**config.mk**
```make
export PLATFORM = sky130hd
export DESIGN_NAME = lidar_range_segmenter_flat
export DESIGN_NICKNAME = d
export VERILOG_FILES = /design/src/rtl/rls_pkg.sv /design/src/rtl/rls_in_if.sv /design/src/rtl/rls_out_if.sv /design/src/rtl/rls_front.sv /design/src/rtl/rls_queue.sv /design/src/rtl/rls_back.sv /design/src/rtl/lidar_range_segmenter.sv /design/src/flat_wrapper.sv
export SDC_FILE = /design/constraint.sdc
export NUM_CORES = 2
export LEC_CHECK = 0
export BUFFER_PORTS_ARGS = -buffer_cell sky130_fd_sc_hd__buf_2
export CAP_MARGIN = 20
export CORE_MARGIN = 1.5
export CORE_UTILIZATION = 50
export DETAILED_ROUTE_END_ITERATION = 10
export PLACE_DENSITY = 0.76
export SKIP_LAST_GASP = 1
export SYNTH_ARGS = -nofsm -noshare
export SYNTH_HDL_FRONTEND = slang
export SYNTH_HIERARCHICAL = 1
export SYNTH_SLANG_ARGS = --single-unit
```
**constraint.sdc**
```tcl
create_clock -name i_clk -period 21.6 [get_ports i_clk]
set_clock_uncertainty 0.1 [all_clocks]
set_input_delay 1.08 -clock i_clk [delete_from_list [all_inputs] [get_ports i_clk]]
set_output_delay 1.08 -clock i_clk [all_outputs]
set_load 0.01 [all_outputs]
```
**src/rtl/rls_pkg.sv**
```systemverilog
`timescale 1ns / 1ps
// ----------------------------------------------------------------------------
// rls_pkg: shared types and constants of the lidar range segmenter
// Record kinds, register indexes, job and lane types, and the fixed-point
// steps of the sine polynomial and of the range scaling.
// ----------------------------------------------------------------------------
package rls_pkg;

    // record kinds on the output channel
    localparam logic [1:0] KIND_POINT    = 2'd0;
    localparam logic [1:0] KIND_SEG_END  = 2'd1;
    localparam logic [1:0] KIND_SCAN_END = 2'd2;

    // register indexes (byte address / 4)
    localparam logic [1:0] REG_JUMP_THRESHOLD = 2'd0;
    localparam logic [1:0] REG_MIN_POINTS     = 2'd1;
    localparam logic [1:0] REG_ANGLE_STEP     = 2'd2;

    localparam logic [15:0] JUMP_THRESHOLD_RST = 16'd200;
    localparam logic [12:0] MIN_POINTS_RST     = 13'd7;
    localparam logic [15:0] ANGLE_STEP_RST     = 16'd182;

    localparam logic [11:0] SEG_MAX = 12'd4095;
    localparam logic [12:0] PTS_MAX = 13'd8191;

    localparam int QUEUE_DEPTH = 4;
    localparam int QUEUE_AW    = $clog2(QUEUE_DEPTH);

    // Q14 fixed point
    localparam int          Q_SHIFT = 14;
    localparam logic [14:0] Q_ONE   = 15'd16384;
    localparam logic [32:0] Q_HALF  = 33'd8192;
    localparam logic [15:0] SIN_C1  = 16'd1160;
    localparam logic [15:0] SIN_C2  = 16'd10512;
    localparam logic [15:0] SIN_C3  = 16'd25736;

    typedef struct packed {
        logic [15:0] jump_threshold;
        logic [12:0] min_points;
        logic [15:0] angle_step;
    } t_cfg;

    // one classified reading: everything but the coordinates
    typedef struct packed {
        logic [15:0] range_mm;
        logic [15:0] phase;
        logic        jump;
        logic [11:0] jump_seg;
        logic [12:0] jump_cnt;
        logic        jump_kept;
        logic [11:0] point_seg;
        logic        scan_end;
        logic [12:0] end_cnt;
        logic        end_kept;
        logic        wrap;
    } t_job;

    typedef struct packed {
        logic [14:0] w;
        logic [14:0] w2;
        logic [15:0] t;
        logic        neg;
    } t_lane;

    function automatic logic [14:0] f_square(input logic [14:0] w);
        logic [29:0] m;
        m = 30'(w) * 30'(w);
        return 15'(m >> Q_SHIFT);
    endfunction

    function automatic logic [15:0] f_term1(input logic [14:0] w2);
        logic [30:0] m;
        m = 31'(w2) * 31'(SIN_C1);
        return SIN_C2 - 16'(m >> Q_SHIFT);
    endfunction

    function automatic logic [15:0] f_term2(input logic [15:0] t, input logic [14:0] w2);
        logic [30:0] m;
        m = 31'(t) * 31'(w2);
        return SIN_C3 - 16'(m >> Q_SHIFT);
    endfunction

    function automatic logic [15:0] f_sine(input logic [14:0] w, input logic [15:0] t);
        logic [30:0] m;
        m = 31'(w) * 31'(t);
        return 16'(m >> Q_SHIFT);
    endfunction

    // range times Q14 trig value, rounded half away from zero
    function automatic logic signed [16:0] f_scale(input logic [15:0] r,
                                                   input logic [15:0] mag,
                                                   input logic        neg);
        logic [32:0] m;
        logic [19:0] v;
        logic [19:0] sv;
        m  = 33'(r) * 33'(mag) + Q_HALF;
        v  = 20'(m >> Q_SHIFT);
        sv = neg ? (20'd0 - v) : v;
        return sv[16:0];
    endfunction

endpackage

```
**src/rtl/rls_in_if.sv**
```systemverilog
`timescale 1ns / 1ps
// ----------------------------------------------------------------------------
// rls_in_if: reading channel
// One lidar range reading per beat, with the end-of-scan mark.
// ----------------------------------------------------------------------------
interface rls_in_if;
    logic        valid;
    logic        ready;
    logic [15:0] range_mm;
    logic        scan_end;

    modport source (output valid, output range_mm, output scan_end, input ready);
    modport sink   (input valid, input range_mm, input scan_end, output ready);
endinterface

```
**src/rtl/rls_out_if.sv**
```systemverilog
`timescale 1ns / 1ps
// ----------------------------------------------------------------------------
// rls_out_if: record channel
// One point, segment-end or scan-end record per beat.
// ----------------------------------------------------------------------------
interface rls_out_if;
    logic               valid;
    logic               ready;
    logic [1:0]         kind;
    logic signed [16:0] x_mm;
    logic signed [16:0] y_mm;
    logic [11:0]        segment_id;
    logic [12:0]        point_count;
    logic               kept;
    logic               wrap_merge;
    logic               last;

    modport source (output valid, output kind, output x_mm, output y_mm,
                    output segment_id, output point_count, output kept,
                    output wrap_merge, output last, input ready);
    modport sink   (input valid, input kind, input x_mm, input y_mm,
                    input segment_id, input point_count, input kept,
                    input wrap_merge, input last, output ready);
endinterface

```
**src/rtl/rls_front.sv**
```systemverilog
`timescale 1ns / 1ps
// ----------------------------------------------------------------------------
// rls_front: reading classifier
// Track the scan state, detect jumps, count points and build one job per beat.
// ----------------------------------------------------------------------------
module rls_front
    import rls_pkg::*;
(
    input  logic       i_clk,
    input  logic       i_rst_n,
    input  t_cfg       i_cfg,
    rls_in_if.sink     i_in,
    input  logic       i_full,
    output logic       o_push,
    output t_job       o_job
);

    logic [15:0] r_prev, r_first, r_phase;
    logic [12:0] r_pts;
    logic [11:0] r_seg;
    logic        r_first_kept, r_scan_start;

    logic [15:0] n_first, n_phase;
    logic [12:0] pts0, pts1, n_pts;
    logic [11:0] seg0, n_seg;
    logic        fk0, fk1, n_first_kept;
    logic [15:0] phase0, rng_in, diff_prev, diff_first;
    logic        jump, jump_kept, end_kept, is_end, wrap;

    assign rng_in = i_in.range_mm;
    assign is_end = i_in.scan_end;

    always_comb begin
        phase0  = r_scan_start ? 16'd0 : r_phase;
        pts0    = r_scan_start ? 13'd0 : r_pts;
        seg0    = r_scan_start ? 12'd0 : r_seg;
        fk0     = r_scan_start ? 1'b0 : r_first_kept;
        n_first = r_scan_start ? rng_in : r_first;

        diff_prev  = (rng_in > r_prev) ? (rng_in - r_prev) : (r_prev - rng_in);
        diff_first = (rng_in > n_first) ? (rng_in - n_first) : (n_first - rng_in);

        jump      = !r_scan_start && (diff_prev >= i_cfg.jump_threshold);
        jump_kept = pts0 >= i_cfg.min_points;

        n_seg = seg0;
        fk1   = fk0;
        pts1  = pts0;
        if (jump) begin
            n_seg = (seg0 != SEG_MAX) ? seg0 + 12'd1 : seg0;
            pts1  = 13'd0;
            if (seg0 == 12'd0) begin
                fk1 = jump_kept;
            end
        end
        n_pts    = (pts1 != PTS_MAX) ? pts1 + 13'd1 : pts1;
        end_kept = n_pts >= i_cfg.min_points;
        wrap     = (n_seg != 12'd0) && fk1 && end_kept
                   && (diff_first < i_cfg.jump_threshold);
        n_first_kept = (is_end && n_seg == 12'd0) ? end_kept : fk1;
        n_phase      = phase0 + i_cfg.angle_step;
    end

    assign i_in.ready = !i_full;
    assign o_push     = i_in.valid && !i_full;

    always_comb begin
        o_job.range_mm  = rng_in;
        o_job.phase     = phase0;
        o_job.jump      = jump;
        o_job.jump_seg  = seg0;
        o_job.jump_cnt  = pts0;
        o_job.jump_kept = jump_kept;
        o_job.point_seg = n_seg;
        o_job.scan_end  = is_end;
        o_job.end_cnt   = n_pts;
        o_job.end_kept  = end_kept;
        o_job.wrap      = wrap;
    end

    always_ff @(posedge i_clk) begin
        if (!i_rst_n) begin
            r_prev       <= '0;
            r_first      <= '0;
            r_phase      <= '0;
            r_pts        <= '0;
            r_seg        <= '0;
            r_first_kept <= 1'b0;
            r_scan_start <= 1'b1;
        end else if (o_push) begin
            r_prev       <= rng_in;
            r_first      <= n_first;
            r_phase      <= n_phase;
            r_pts        <= n_pts;
            r_seg        <= n_seg;
            r_first_kept <= n_first_kept;
            r_scan_start <= is_end;
        end
    end

endmodule

```
**src/rtl/rls_queue.sv**
```systemverilog
`timescale 1ns / 1ps
// ----------------------------------------------------------------------------
// rls_queue: job queue
// Short first-in first-out buffer between the classifier and the back end.
// ----------------------------------------------------------------------------
module rls_queue
    import rls_pkg::*;
(
    input  logic i_clk,
    input  logic i_rst_n,
    input  logic i_push,
    input  t_job i_job,
    input  logic i_pop,
    output logic o_full,
    output logic o_empty,
    output t_job o_head
);

    t_job              r_mem [QUEUE_DEPTH];
    logic [QUEUE_AW-1:0] r_wr, r_rd;
    logic [QUEUE_AW:0]   r_cnt;

    assign o_full  = (r_cnt == (QUEUE_AW + 1)'(QUEUE_DEPTH));
    assign o_empty = (r_cnt == '0);
    assign o_head  = r_mem[r_rd];

    always_ff @(posedge i_clk) begin
        if (i_push) begin
            r_mem[r_wr] <= i_job;
        end
    end

    always_ff @(posedge i_clk) begin
        if (!i_rst_n) begin
            r_wr  <= '0;
            r_rd  <= '0;
            r_cnt <= '0;
        end else begin
            if (i_push) begin
                r_wr <= r_wr + 1'b1;
            end
            if (i_pop) begin
                r_rd <= r_rd + 1'b1;
            end
            unique case ({i_push, i_pop})
                2'b10:   r_cnt <= r_cnt + 1'b1;
                2'b01:   r_cnt <= r_cnt - 1'b1;
                default: r_cnt <= r_cnt;
            endcase
        end
    end

endmodule

```
**src/rtl/rls_back.sv**
```systemverilog
`timescale 1ns / 1ps
// ----------------------------------------------------------------------------
// rls_back: coordinate pipeline and record emitter
// Evaluate sine and cosine over five stages, scale by range, then emit the
// records of each job one beat at a time.
// ----------------------------------------------------------------------------
module rls_back
    import rls_pkg::*;
#(
    parameter int TRIG_TABLE_BITS = 10
) (
    input  logic       i_clk,
    input  logic       i_rst_n,
    input  logic       i_empty,
    input  t_job       i_head,
    output logic       o_pop,
    rls_out_if.source  o_out
);

    localparam int LANE_SIN = 0;
    localparam int LANE_COS = 1;
    localparam logic [TRIG_TABLE_BITS-1:0] IDX_QTR =
        TRIG_TABLE_BITS'(1) << (TRIG_TABLE_BITS - 2);

    // pipeline stages 1..5 carry lanes, stage 6 carries coordinates
    logic [5:0]         r_v;
    t_job               r_j1, r_j2, r_j3, r_j4, r_j5, r_j6;
    t_lane              r_l1 [2];
    t_lane              r_l2 [2];
    t_lane              r_l3 [2];
    t_lane              r_l4 [2];
    t_lane              r_l5 [2];
    t_lane              n_l2 [2];
    t_lane              n_l3 [2];
    t_lane              n_l4 [2];
    t_lane              n_l5 [2];
    logic signed [16:0] r_x6, r_y6;

    // emitter
    logic [3:0]         r_pend, n_pend;
    t_job               r_em_job;
    logic signed [16:0] r_em_x, r_em_y;

    logic                       take, rec_last, em_free, pipe_en;
    logic [TRIG_TABLE_BITS-1:0] idx [2];
    logic [15:0]                p [2];
    t_lane                      l1 [2];

    // quadrant fold of the table angle
    always_comb begin
        idx[LANE_SIN] = i_head.phase[15 -: TRIG_TABLE_BITS];
        idx[LANE_COS] = idx[LANE_SIN] + IDX_QTR;
        for (int k = 0; k < 2; k++) begin
            p[k]      = 16'(idx[k]) << (16 - TRIG_TABLE_BITS);
            l1[k].w   = p[k][14] ? (Q_ONE - {1'b0, p[k][13:0]}) : {1'b0, p[k][13:0]};
            l1[k].w2  = '0;
            l1[k].t   = '0;
            l1[k].neg = p[k][15];
        end
    end

    // polynomial steps: each stage updates one field of its lane
    always_comb begin
        for (int k = 0; k < 2; k++) begin
            n_l2[k]    = r_l1[k];
            n_l2[k].w2 = f_square(r_l1[k].w);
            n_l3[k]    = r_l2[k];
            n_l3[k].t  = f_term1(r_l2[k].w2);
            n_l4[k]    = r_l3[k];
            n_l4[k].t  = f_term2(r_l3[k].t, r_l3[k].w2);
            n_l5[k]    = r_l4[k];
            n_l5[k].t  = f_sine(r_l4[k].w, r_l4[k].t);
        end
    end

    assign take     = o_out.valid && o_out.ready;
    assign rec_last = ((r_pend & (r_pend - 4'd1)) == 4'd0);
    assign em_free  = (r_pend == 4'd0) || (take && rec_last);
    assign pipe_en  = !r_v[5] || em_free;
    assign o_pop    = pipe_en && !i_empty;

    always_ff @(posedge i_clk) begin
        if (!i_rst_n) begin
            r_v <= '0;
        end else if (pipe_en) begin
            r_v <= {r_v[4:0], !i_empty};
        end
    end

    always_ff @(posedge i_clk) begin
        if (pipe_en) begin
            r_j1 <= i_head;
            r_j2 <= r_j1;
            r_j3 <= r_j2;
            r_j4 <= r_j3;
            r_j5 <= r_j4;
            r_j6 <= r_j5;
            for (int k = 0; k < 2; k++) begin
                r_l1[k] <= l1[k];
                r_l2[k] <= n_l2[k];
                r_l3[k] <= n_l3[k];
                r_l4[k] <= n_l4[k];
                r_l5[k] <= n_l5[k];
            end
            r_x6 <= f_scale(r_j5.range_mm, r_l5[LANE_COS].t, r_l5[LANE_COS].neg);
            r_y6 <= f_scale(r_j5.range_mm, r_l5[LANE_SIN].t, r_l5[LANE_SIN].neg);
        end
    end

    // pending records: jump close, point, segment close, scan end
    always_comb begin
        n_pend = take ? (r_pend & (r_pend - 4'd1)) : r_pend;
        if (em_free && r_v[5]) begin
            n_pend = {r_j6.scan_end, r_j6.scan_end, 1'b1, r_j6.jump};
        end
    end

    always_ff @(posedge i_clk) begin
        if (!i_rst_n) begin
            r_pend <= '0;
        end else begin
            r_pend <= n_pend;
        end
    end

    always_ff @(posedge i_clk) begin
        if (em_free && r_v[5]) begin
            r_em_job <= r_j6;
            r_em_x   <= r_x6;
            r_em_y   <= r_y6;
        end
    end

    // present the lowest pending record
    always_comb begin
        o_out.valid       = (r_pend != 4'd0);
        o_out.last        = rec_last;
        o_out.kind        = KIND_POINT;
        o_out.x_mm        = '0;
        o_out.y_mm        = '0;
        o_out.segment_id  = '0;
        o_out.point_count = '0;
        o_out.kept        = 1'b0;
        o_out.wrap_merge  = 1'b0;
        priority if (r_pend[0]) begin
            o_out.kind        = KIND_SEG_END;
            o_out.segment_id  = r_em_job.jump_seg;
            o_out.point_count = r_em_job.jump_cnt;
            o_out.kept        = r_em_job.jump_kept;
        end else if (r_pend[1]) begin
            o_out.kind        = KIND_POINT;
            o_out.x_mm        = r_em_x;
            o_out.y_mm        = r_em_y;
            o_out.segment_id  = r_em_job.point_seg;
        end else if (r_pend[2]) begin
            o_out.kind        = KIND_SEG_END;
            o_out.segment_id  = r_em_job.point_seg;
            o_out.point_count = r_em_job.end_cnt;
            o_out.kept        = r_em_job.end_kept;
        end else if (r_pend[3]) begin
            o_out.kind        = KIND_SCAN_END;
            o_out.segment_id  = r_em_job.point_seg;
            o_out.wrap_merge  = r_em_job.wrap;
        end else begin
            o_out.kind        = KIND_POINT;
        end
    end

endmodule

```
**src/rtl/lidar_range_segmenter.sv**
```systemverilog
`timescale 1ns / 1ps
// ----------------------------------------------------------------------------
// lidar_range_segmenter: jump-distance segmentation of lidar scans
// Turn range readings into Cartesian points and segment/scan-end records.
// ----------------------------------------------------------------------------
// Each beat on i_in is one range reading in mm; scan_end marks the last
// reading of a scan. The front end keeps the scan state (phase accumulator,
// previous and first range, point and segment counters) and classifies a
// reading in the cycle it is taken, so i_in.ready stays high as long as the
// four-entry job queue has room. The back end folds the phase into a quadrant,
// evaluates the Q14 sine polynomial for sine and cosine over five registered
// stages, scales both by the range in a sixth, and hands the job to an emitter
// that drives one record per cycle while o_out.ready is high: an optional
// segment end for a jump, the point, and for the last reading a segment end
// and a scan-end record with the wrap-merge flag. A reading thus has one to
// four records on o_out; the emitter is what sets the sustained rate, and it
// takes the next job as the last record of the current one is taken.
// Registers (APB, byte address 4*i): 0 jump_threshold, 1 min_points,
// 2 angle_step; write them only while the block is idle. TRIG_TABLE_BITS sets
// the angular resolution used for the trig lookup. No clearing pass follows
// reset; the block takes readings right away.
// ----------------------------------------------------------------------------
module lidar_range_segmenter
    import rls_pkg::*;
#(
    parameter int TRIG_TABLE_BITS = 10
) (
    input  logic        i_clk,
    input  logic        i_rst_n,
    rls_in_if.sink      i_in,
    rls_out_if.source   o_out,
    input  logic        psel,
    input  logic        penable,
    input  logic        pwrite,
    input  logic [3:0]  paddr,
    input  logic [31:0] pwdata,
    output logic [31:0] prdata,
    output logic        pready
);

    logic [15:0] r_jump_threshold;
    logic [12:0] r_min_points;
    logic [15:0] r_angle_step;
    logic [1:0]  reg_idx;
    logic        wr_en;
    t_cfg        cfg;

    logic        push, pop, full, empty;
    t_job        push_job, head_job;

    // config port: always ready, write on the access phase
    assign pready  = 1'b1;
    assign reg_idx = paddr[3:2];
    assign wr_en   = psel && penable && pwrite;

    always_ff @(posedge i_clk) begin
        if (!i_rst_n) begin
            r_jump_threshold <= JUMP_THRESHOLD_RST;
            r_min_points     <= MIN_POINTS_RST;
            r_angle_step     <= ANGLE_STEP_RST;
        end else if (wr_en) begin
            unique case (reg_idx)
                REG_JUMP_THRESHOLD: r_jump_threshold <= pwdata[15:0];
                REG_MIN_POINTS:     r_min_points     <= pwdata[12:0];
                REG_ANGLE_STEP:     r_angle_step     <= pwdata[15:0];
                default:            ;  // drop writes to unmapped addresses
            endcase
        end
    end

    always_comb begin
        unique case (reg_idx)
            REG_JUMP_THRESHOLD: prdata = 32'(r_jump_threshold);
            REG_MIN_POINTS:     prdata = 32'(r_min_points);
            REG_ANGLE_STEP:     prdata = 32'(r_angle_step);
            default:            prdata = 32'd0;
        endcase
    end

    assign cfg.jump_threshold = r_jump_threshold;
    assign cfg.min_points     = r_min_points;
    assign cfg.angle_step     = r_angle_step;

    // classify each reading and advance the scan state
    rls_front u_front (
        .i_clk   (i_clk),
        .i_rst_n (i_rst_n),
        .i_cfg   (cfg),
        .i_in    (i_in),
        .i_full  (full),
        .o_push  (push),
        .o_job   (push_job)
    );

    // decouple classification from record output
    rls_queue u_queue (
        .i_clk   (i_clk),
        .i_rst_n (i_rst_n),
        .i_push  (push),
        .i_job   (push_job),
        .i_pop   (pop),
        .o_full  (full),
        .o_empty (empty),
        .o_head  (head_job)
    );

    // compute coordinates and emit records
    rls_back #(
        .TRIG_TABLE_BITS (TRIG_TABLE_BITS)
    ) u_back (
        .i_clk   (i_clk),
        .i_rst_n (i_rst_n),
        .i_empty (empty),
        .i_head  (head_job),
        .o_pop   (pop),
        .o_out   (o_out)
    );

endmodule

```
**src/flat_wrapper.sv**
```systemverilog
// flat-port wrapper written by rule: the top's interface ports become plain ports
module lidar_range_segmenter_flat import rls_pkg::*;
#(
    parameter int TRIG_TABLE_BITS = 10
)
  (i_clk, i_rst_n, psel, penable, pwrite, paddr, pwdata, prdata, pready, i_in_valid, i_in_range_mm, i_in_scan_end, i_in_ready, o_out_valid, o_out_kind, o_out_x_mm, o_out_y_mm, o_out_segment_id, o_out_point_count, o_out_kept, o_out_wrap_merge, o_out_last, o_out_ready);
  rls_in_if i_in_i ();
  rls_out_if o_out_i ();
  input  logic i_clk;
  input  logic i_rst_n;
  input  logic psel;
  input  logic penable;
  input  logic pwrite;
  input  logic [3:0] paddr;
  input  logic [31:0] pwdata;
  output logic [31:0] prdata;
  output logic pready;
  input wire logic [$bits(i_in_i.valid)-1:0] i_in_valid;
  input wire logic [$bits(i_in_i.range_mm)-1:0] i_in_range_mm;
  input wire logic [$bits(i_in_i.scan_end)-1:0] i_in_scan_end;
  output wire logic [$bits(i_in_i.ready)-1:0] i_in_ready;
  output wire logic [$bits(o_out_i.valid)-1:0] o_out_valid;
  output wire logic [$bits(o_out_i.kind)-1:0] o_out_kind;
  output wire logic [$bits(o_out_i.x_mm)-1:0] o_out_x_mm;
  output wire logic [$bits(o_out_i.y_mm)-1:0] o_out_y_mm;
  output wire logic [$bits(o_out_i.segment_id)-1:0] o_out_segment_id;
  output wire logic [$bits(o_out_i.point_count)-1:0] o_out_point_count;
  output wire logic [$bits(o_out_i.kept)-1:0] o_out_kept;
  output wire logic [$bits(o_out_i.wrap_merge)-1:0] o_out_wrap_merge;
  output wire logic [$bits(o_out_i.last)-1:0] o_out_last;
  input wire logic [$bits(o_out_i.ready)-1:0] o_out_ready;
  assign i_in_i.valid = i_in_valid;
  assign i_in_i.range_mm = i_in_range_mm;
  assign i_in_i.scan_end = i_in_scan_end;
  assign i_in_ready = i_in_i.ready;
  assign o_out_valid = o_out_i.valid;
  assign o_out_kind = o_out_i.kind;
  assign o_out_x_mm = o_out_i.x_mm;
  assign o_out_y_mm = o_out_i.y_mm;
  assign o_out_segment_id = o_out_i.segment_id;
  assign o_out_point_count = o_out_i.point_count;
  assign o_out_kept = o_out_i.kept;
  assign o_out_wrap_merge = o_out_i.wrap_merge;
  assign o_out_last = o_out_i.last;
  assign o_out_i.ready = o_out_ready;
  lidar_range_segmenter #(.TRIG_TABLE_BITS(TRIG_TABLE_BITS)) u_core (.i_clk(i_clk), .i_rst_n(i_rst_n), .i_in(i_in_i), .o_out(o_out_i), .psel(psel), .penable(penable), .pwrite(pwrite), .paddr(paddr), .pwdata(pwdata), .prdata(prdata), .pready(pready));
endmodule
```
=== Yosys cells after proc, flatten, opt, wreduce, memory -nomap -nowiden ===
Memory sizes are Yosys's and may differ from the RTL's. A register that Yosys moved wholly into a read port is not among the register bits.
Index checks and enable logic that the tools add are counted.
Widths: inputs -> output; s select.

* Memories: 6
* Input port bits: 60
* Register bits: 668
* Bits in writable memories: 756

* Bitwise operators: 1
* Multiplexer cells: 50
* Equality and inequality tests: 7
* $lt $le $gt $ge: 6
* Add/subtract/negate cells: 23
* Reductions and logical operators: 31
* Multipliers: 10

{| class="wikitable"
|+ Memory list
! name !! words !! bits a word !! rd ports !! clocked after Yosys merged registers in !! write ports !! RTL line !! text
|-
| u_core.u_queue.r_mem || 4 || 87 || 1 || 1 || 1 || rls_queue.sv:19 || <nowiki>t_job r_mem [QUEUE_DEPTH];</nowiki>
|-
| u_core.u_back.r_l2 || 2 || 47 || 2 || 0 || 2 || rls_back.sv:29 || <nowiki>t_lane r_l2 [2];</nowiki>
|-
| u_core.u_back.r_l3 || 2 || 47 || 2 || 0 || 2 || rls_back.sv:30 || <nowiki>t_lane r_l3 [2];</nowiki>
|-
| u_core.u_back.r_l4 || 2 || 47 || 2 || 0 || 2 || rls_back.sv:31 || <nowiki>t_lane r_l4 [2];</nowiki>
|-
| u_core.u_back.r_l5 || 2 || 47 || 2 || 0 || 2 || rls_back.sv:32 || <nowiki>t_lane r_l5 [2];</nowiki>
|-
| u_core.u_back.r_l1 || 2 || 16 || 2 || 0 || 2 || rls_back.sv:28 || <nowiki>t_lane r_l1 [2];</nowiki>
|}

{| class="wikitable"
|+ Operators with widths
! cell !! number
|-
| $mux 17 || 6
|-
| $mux 12 || 7
|-
| $mux 13 || 6
|-
| $mux 16 || 4
|-
| $sub 16x16->16 || 4
|-
| $add 31x14->31 const B || 2
|-
| $mul 16x16->31 || 2
|-
| $mul 15x16->30 || 2
|-
| $mul 16x15->30 || 2
|-
| $mul 15x15->29 || 2
|-
| $pmux 16 s3 || 1
|-
| $mul 15x8->23 const B || 2
|-
| $sub 1x17->17 const A || 2
|-
| $gt 16x16->1 || 2
|-
| $sub 15x16->16 const A || 2
|-
| $mux 15 || 2
|-
| $sub 14x12->15 const A || 2
|-
| $sub 15x14->15 const A || 2
|-
| $ge 13x13->1 || 2
|-
| $logic_not 12->1 || 2
|-
| $add 16x16->16 || 1
|-
| $ge 16x16->1 || 1
|-
| $lt 16x16->1 || 1
|-
| $mux 1 || 15
|-
| other kinds (26) || 54
|}

=== Depth between registers and ports, before layout ===
* Depth in word-level cells: 10
* Gate-level depth with buffers: 45

=== By module ===
Netlist, hierarchy kept.

{| class="wikitable"
|+ Modules (own cells, without submodules)
! module !! times used !! cells each !! area each (sq um) !! seq. area each (sq um)
|-
| rls_back || 1 || 6498 || 72191.7 || 23052.1
|-
| rls_queue || 1 || 501 || 13005.0 || 10630.2
|-
| rls_front || 1 || 1187 || 8797.2 || 1501.4
|-
| lidar_range_segmenter || 1 || 249 || 2228.4 || 900.9
|}

=== Least setup slack after synthesis ===
No wires, ideal clock.

* Kind: flip-flop to flip-flop
* Start: register u_core.u_back.r_pend[1]
* End: register u_core/u_back/r_j1[0] (netlist bit), enable pin
* Arrival: 14493 ps
* Stages on the path, launching flop included: 8
* Clock period less this slack: 15608 ps
* Path slack: 5992 ps
* Required time: 20485 ps
* Library setup time: 1015 ps
* Cell sequence: dfxtp_1 -> clkbuf_1 -> or3_1 -> o21ai_0 -> a21boi_0 -> and2_1 -> clkbuf_1 -> inv_1

* Cells in the longest elaborated chain, start to end: 6
* Elaborated cells between the ends (all ways): 9

{| class="wikitable"
|+ RTL lines
! item !! RTL line !! text
|-
| start: declaration || rls_back.sv:40 || <nowiki>logic [3:0] r_pend, n_pend;</nowiki>
|-
| start signal: assignment || rls_back.sv:122 || <nowiki>r_pend <= n_pend;</nowiki>
|-
| $sub 4x1->4 || rls_back.sv:77 || <nowiki>assign rec_last = ((r_pend & (r_pend - 4'd1)) == 4'd0);</nowiki>
|-
| $and 4x4->4 * || rls_back.sv:77 ||
|-
| $logic_not 4->1 * || rls_back.sv:77 ||
|-
| via o_out_last || flat_wrapper.sv:30 || <nowiki>output wire logic [$bits(o_out_i.last)-1:0] o_out_last;</nowiki>
|-
| $logic_and 1x1->1 * || rls_back.sv:78 || <nowiki>assign em_free = (r_pend == 4'd0) || (take && rec_last);</nowiki>
|-
| $logic_or 1x1->1 * || rls_back.sv:78 ||
|-
| $logic_or 1x1->1 * || rls_back.sv:79 || <nowiki>assign pipe_en = !r_v[5] || em_free;</nowiki>
|-
| end signal: assignment || rls_back.sv:92 || <nowiki>r_j1 <= i_head;</nowiki>
|-
| end: declaration || rls_back.sv:27 || <nowiki>t_job r_j1, r_j2, r_j3, r_j4, r_j5, r_j6;</nowiki>
|}

The timed path passes the listed nets; every way through them passes the cells marked *.
A chain may end at the register's enable or synchronous reset.

==> run_results.csv <==
group,metric,value,unit
clock_network,h-tree-depth,3,
cells_and_area,syn2layout_area_growth,7.07,%
clock_network,cts_resized,0,
placement,gp_congestion,0.863,
grt,antenna_found_initial,2,
min_path,hp-start,"u_core/u_back/r_j5[23]$_DFFE_PN_",
sta,slew_violations,0,
yosys,syn-cell-area,0.0954,mm2
min_path,hold_path_class,"register to register",
floorplan,core.rowCount,160,
yosys,ys_warn_count,6,
critical_path,worstSetupPathType,"input port to register",
floorplan,die_w,440,um
critical_path,critical_path.startpoint,"i_in_range_mm[13]",
drt,num_vias,59600,
drt,via_per_inst,5.44,
cells_and_area,multi_input_area,0.0534,mm2
cells_and_area,final_cells,11000,
sta,tightestPinTransition,1100,ps
clock_network,clk_latency,780,ps
sta,slew_headroom,0.268,
critical_path,worstReg2RegStart,"u_core/u_front/r_prev[0]$_SDFFE_PN0P_",
grt,grt_overflow,0,
clock_network,post_cts_buffers,0,
floorplan,die_area,0.193,mm2
grt,grt_max_degree,206,
critical_path,cp.buffers_inverters,2,
cells_and_area,diodes,0,
critical_path,slowest_delay,500,ps
drt,drt-pass1-iter-count,5,
critical_path,cp_max_fo,16,
drt,drt_iter0_drc,4064,
grt,grt_pass1_wl,327,mm
sta,period_minus_slack,9690,ps
cells_and_area,seq_area,0.0354,mm2
drt,postRouteAntennaNets,0,
yosys,syn_area_per_cell,11.3,um2
floorplan,core_area,0.190,mm2
critical_path,crit_path_top_delay_cell,"nand2_1",
drt,drt-wirelength-per-cell,18.1,um
critical_path,critPathLaunchType,"input port",
flow_run,maxCapViolations,0,
cells_and_area,drive_gt1_frac,0.0634,
clock_network,numCtsBuffers,118,
placement,portBuffers,123,
floorplan,start_util,0.503,
sta,hold_viol_final,0,
sta,rsz0062_at_grt,"false",
placement,hpwl,142,mm
clock_network,cts_tree,"done",
clock_network,cts.sinks,1224,
cells_and_area,nNetsFinal,10300,
drt,wl,199,mm
drt,drcViolationCount,0,
floorplan,io-pin-count,159,
critical_path,crit_family,"simple AND/OR/NAND/NOR gates",
cells_and_area,fillers,15600,
grt,grt_pass1_vias,63300,
critical_path,cp.required,22040,ps
clock_network,hold_buffers,0,
floorplan,die_h,440,um
clock_network,cts_root_buf,"clkbuf_16",
yosys,netlist_instances,8405,
critical_path,end_kind,"register",
grt,grt.total_usage,0.209,
clock_network,path_clk_slew,60,ps
sta,period_share,0.448,
run_status,status,"completed",
placement,place_inst,10700,
sta,setup_viol,0,
clock_network,cts_buffer_depth,3,
critical_path,arrival,10130,ps
sta,setup_tns,0,ps
sta,max_freq,103,MHz
## through the flow
step	worst slack (ps)	utilization	cell area, um2	hold slack (ps)
after floorplan	5990	-	95400	300
after global placement	11500	0.516	97900	301
after detailed placement	11400	0.516	97900	305
after CTS	12170	0.538	102000	309
after global routing	11410	0.538	102000	318
final	11910	0.538	102000	304
## metal layers
metal,share of wire,global-route usage,vias up
li1,-,-,27500
met1,0.41,0.269,30000
met2,0.50,0.367,1812
met4,0.027,0.0615,0
met5,0,0,-
met3,0.055,0.0289,355
## layout by cell type (no fill, tap or decap), types with 18 or more instances in the layout
cell type  instances
a22o_1            28
nand3_1           59
o21bai_1          33
fa_1             976
xnor2_1          202
xor2_1            89
and2_1           665
or3_1             27
inv_1           1352
nor2b_1           90
or2_2             18
edfxtp_1        1085
nand4_1           27
buf_2            123
ha_1             901
dfxtp_1          136
clkbuf_16        119
nor2_1           219
and3_1            70
mux2i_1          117
o21ai_0          130
clkinv_2          21
a211oi_1          34
a21oi_1          225
o21a_1            33
buf_4             39
o211ai_1          19
nand2_1          961
nand2b_1          24
nor3_1            57
mux4_2            81
a21o_1            82
a31oi_1           27
## registers in the layout (all words and copies together), names as in the netlist, 19 cells and up, named ones only
register                count
u_core/u_back/r_l3         77
u_core/u_back/r_em_job     53
u_core/u_back/r_l1         19
u_core/u_queue/r_mem      324
u_core/u_back/r_j5         71
u_core/u_back/r_j6         55
u_core/u_back/r_j1         71
u_core/u_back/r_j4         71
u_core/u_back/r_j2         71
u_core/u_back/r_l4         51
u_core/u_back/r_j3         71
u_core/u_back/r_l5         34
u_core/u_back/r_l2         49
## final cells by class
type,count,share of cell area
Timing Repair Buffer,168,0.0101
Clock buffer,133,0.0299
Inverter,1358,0.0500
Clock inverter,88,0.0101
Tap cell,2511,0.0308
Multi-Input combinational cell,5483,0.523
Sequential cell,1224,0.346
## worst paths after layout
| kind | to | cells past startpoint | slack [ps] |
|---|---|---|---|
| worst max-delay path | u_core/u_queue/r_mem[0][0]$_DFFE_PP_ | 39 | 11910 |
| worst min-delay path | u_core/u_back/r_j6[23]$_DFFE_PN_ | 0 | 300 |
| worst max register to register | u_core/u_queue/r_mem[0][0]$_DFFE_PP_ | 39 | 12190 |
| worst min register to register | u_core/u_back/r_j6[23]$_DFFE_PN_ | 0 | 300 |
Power is not shown: default switching activity piles up to over one toggle a cycle in this logic, so the estimate is an artifact.
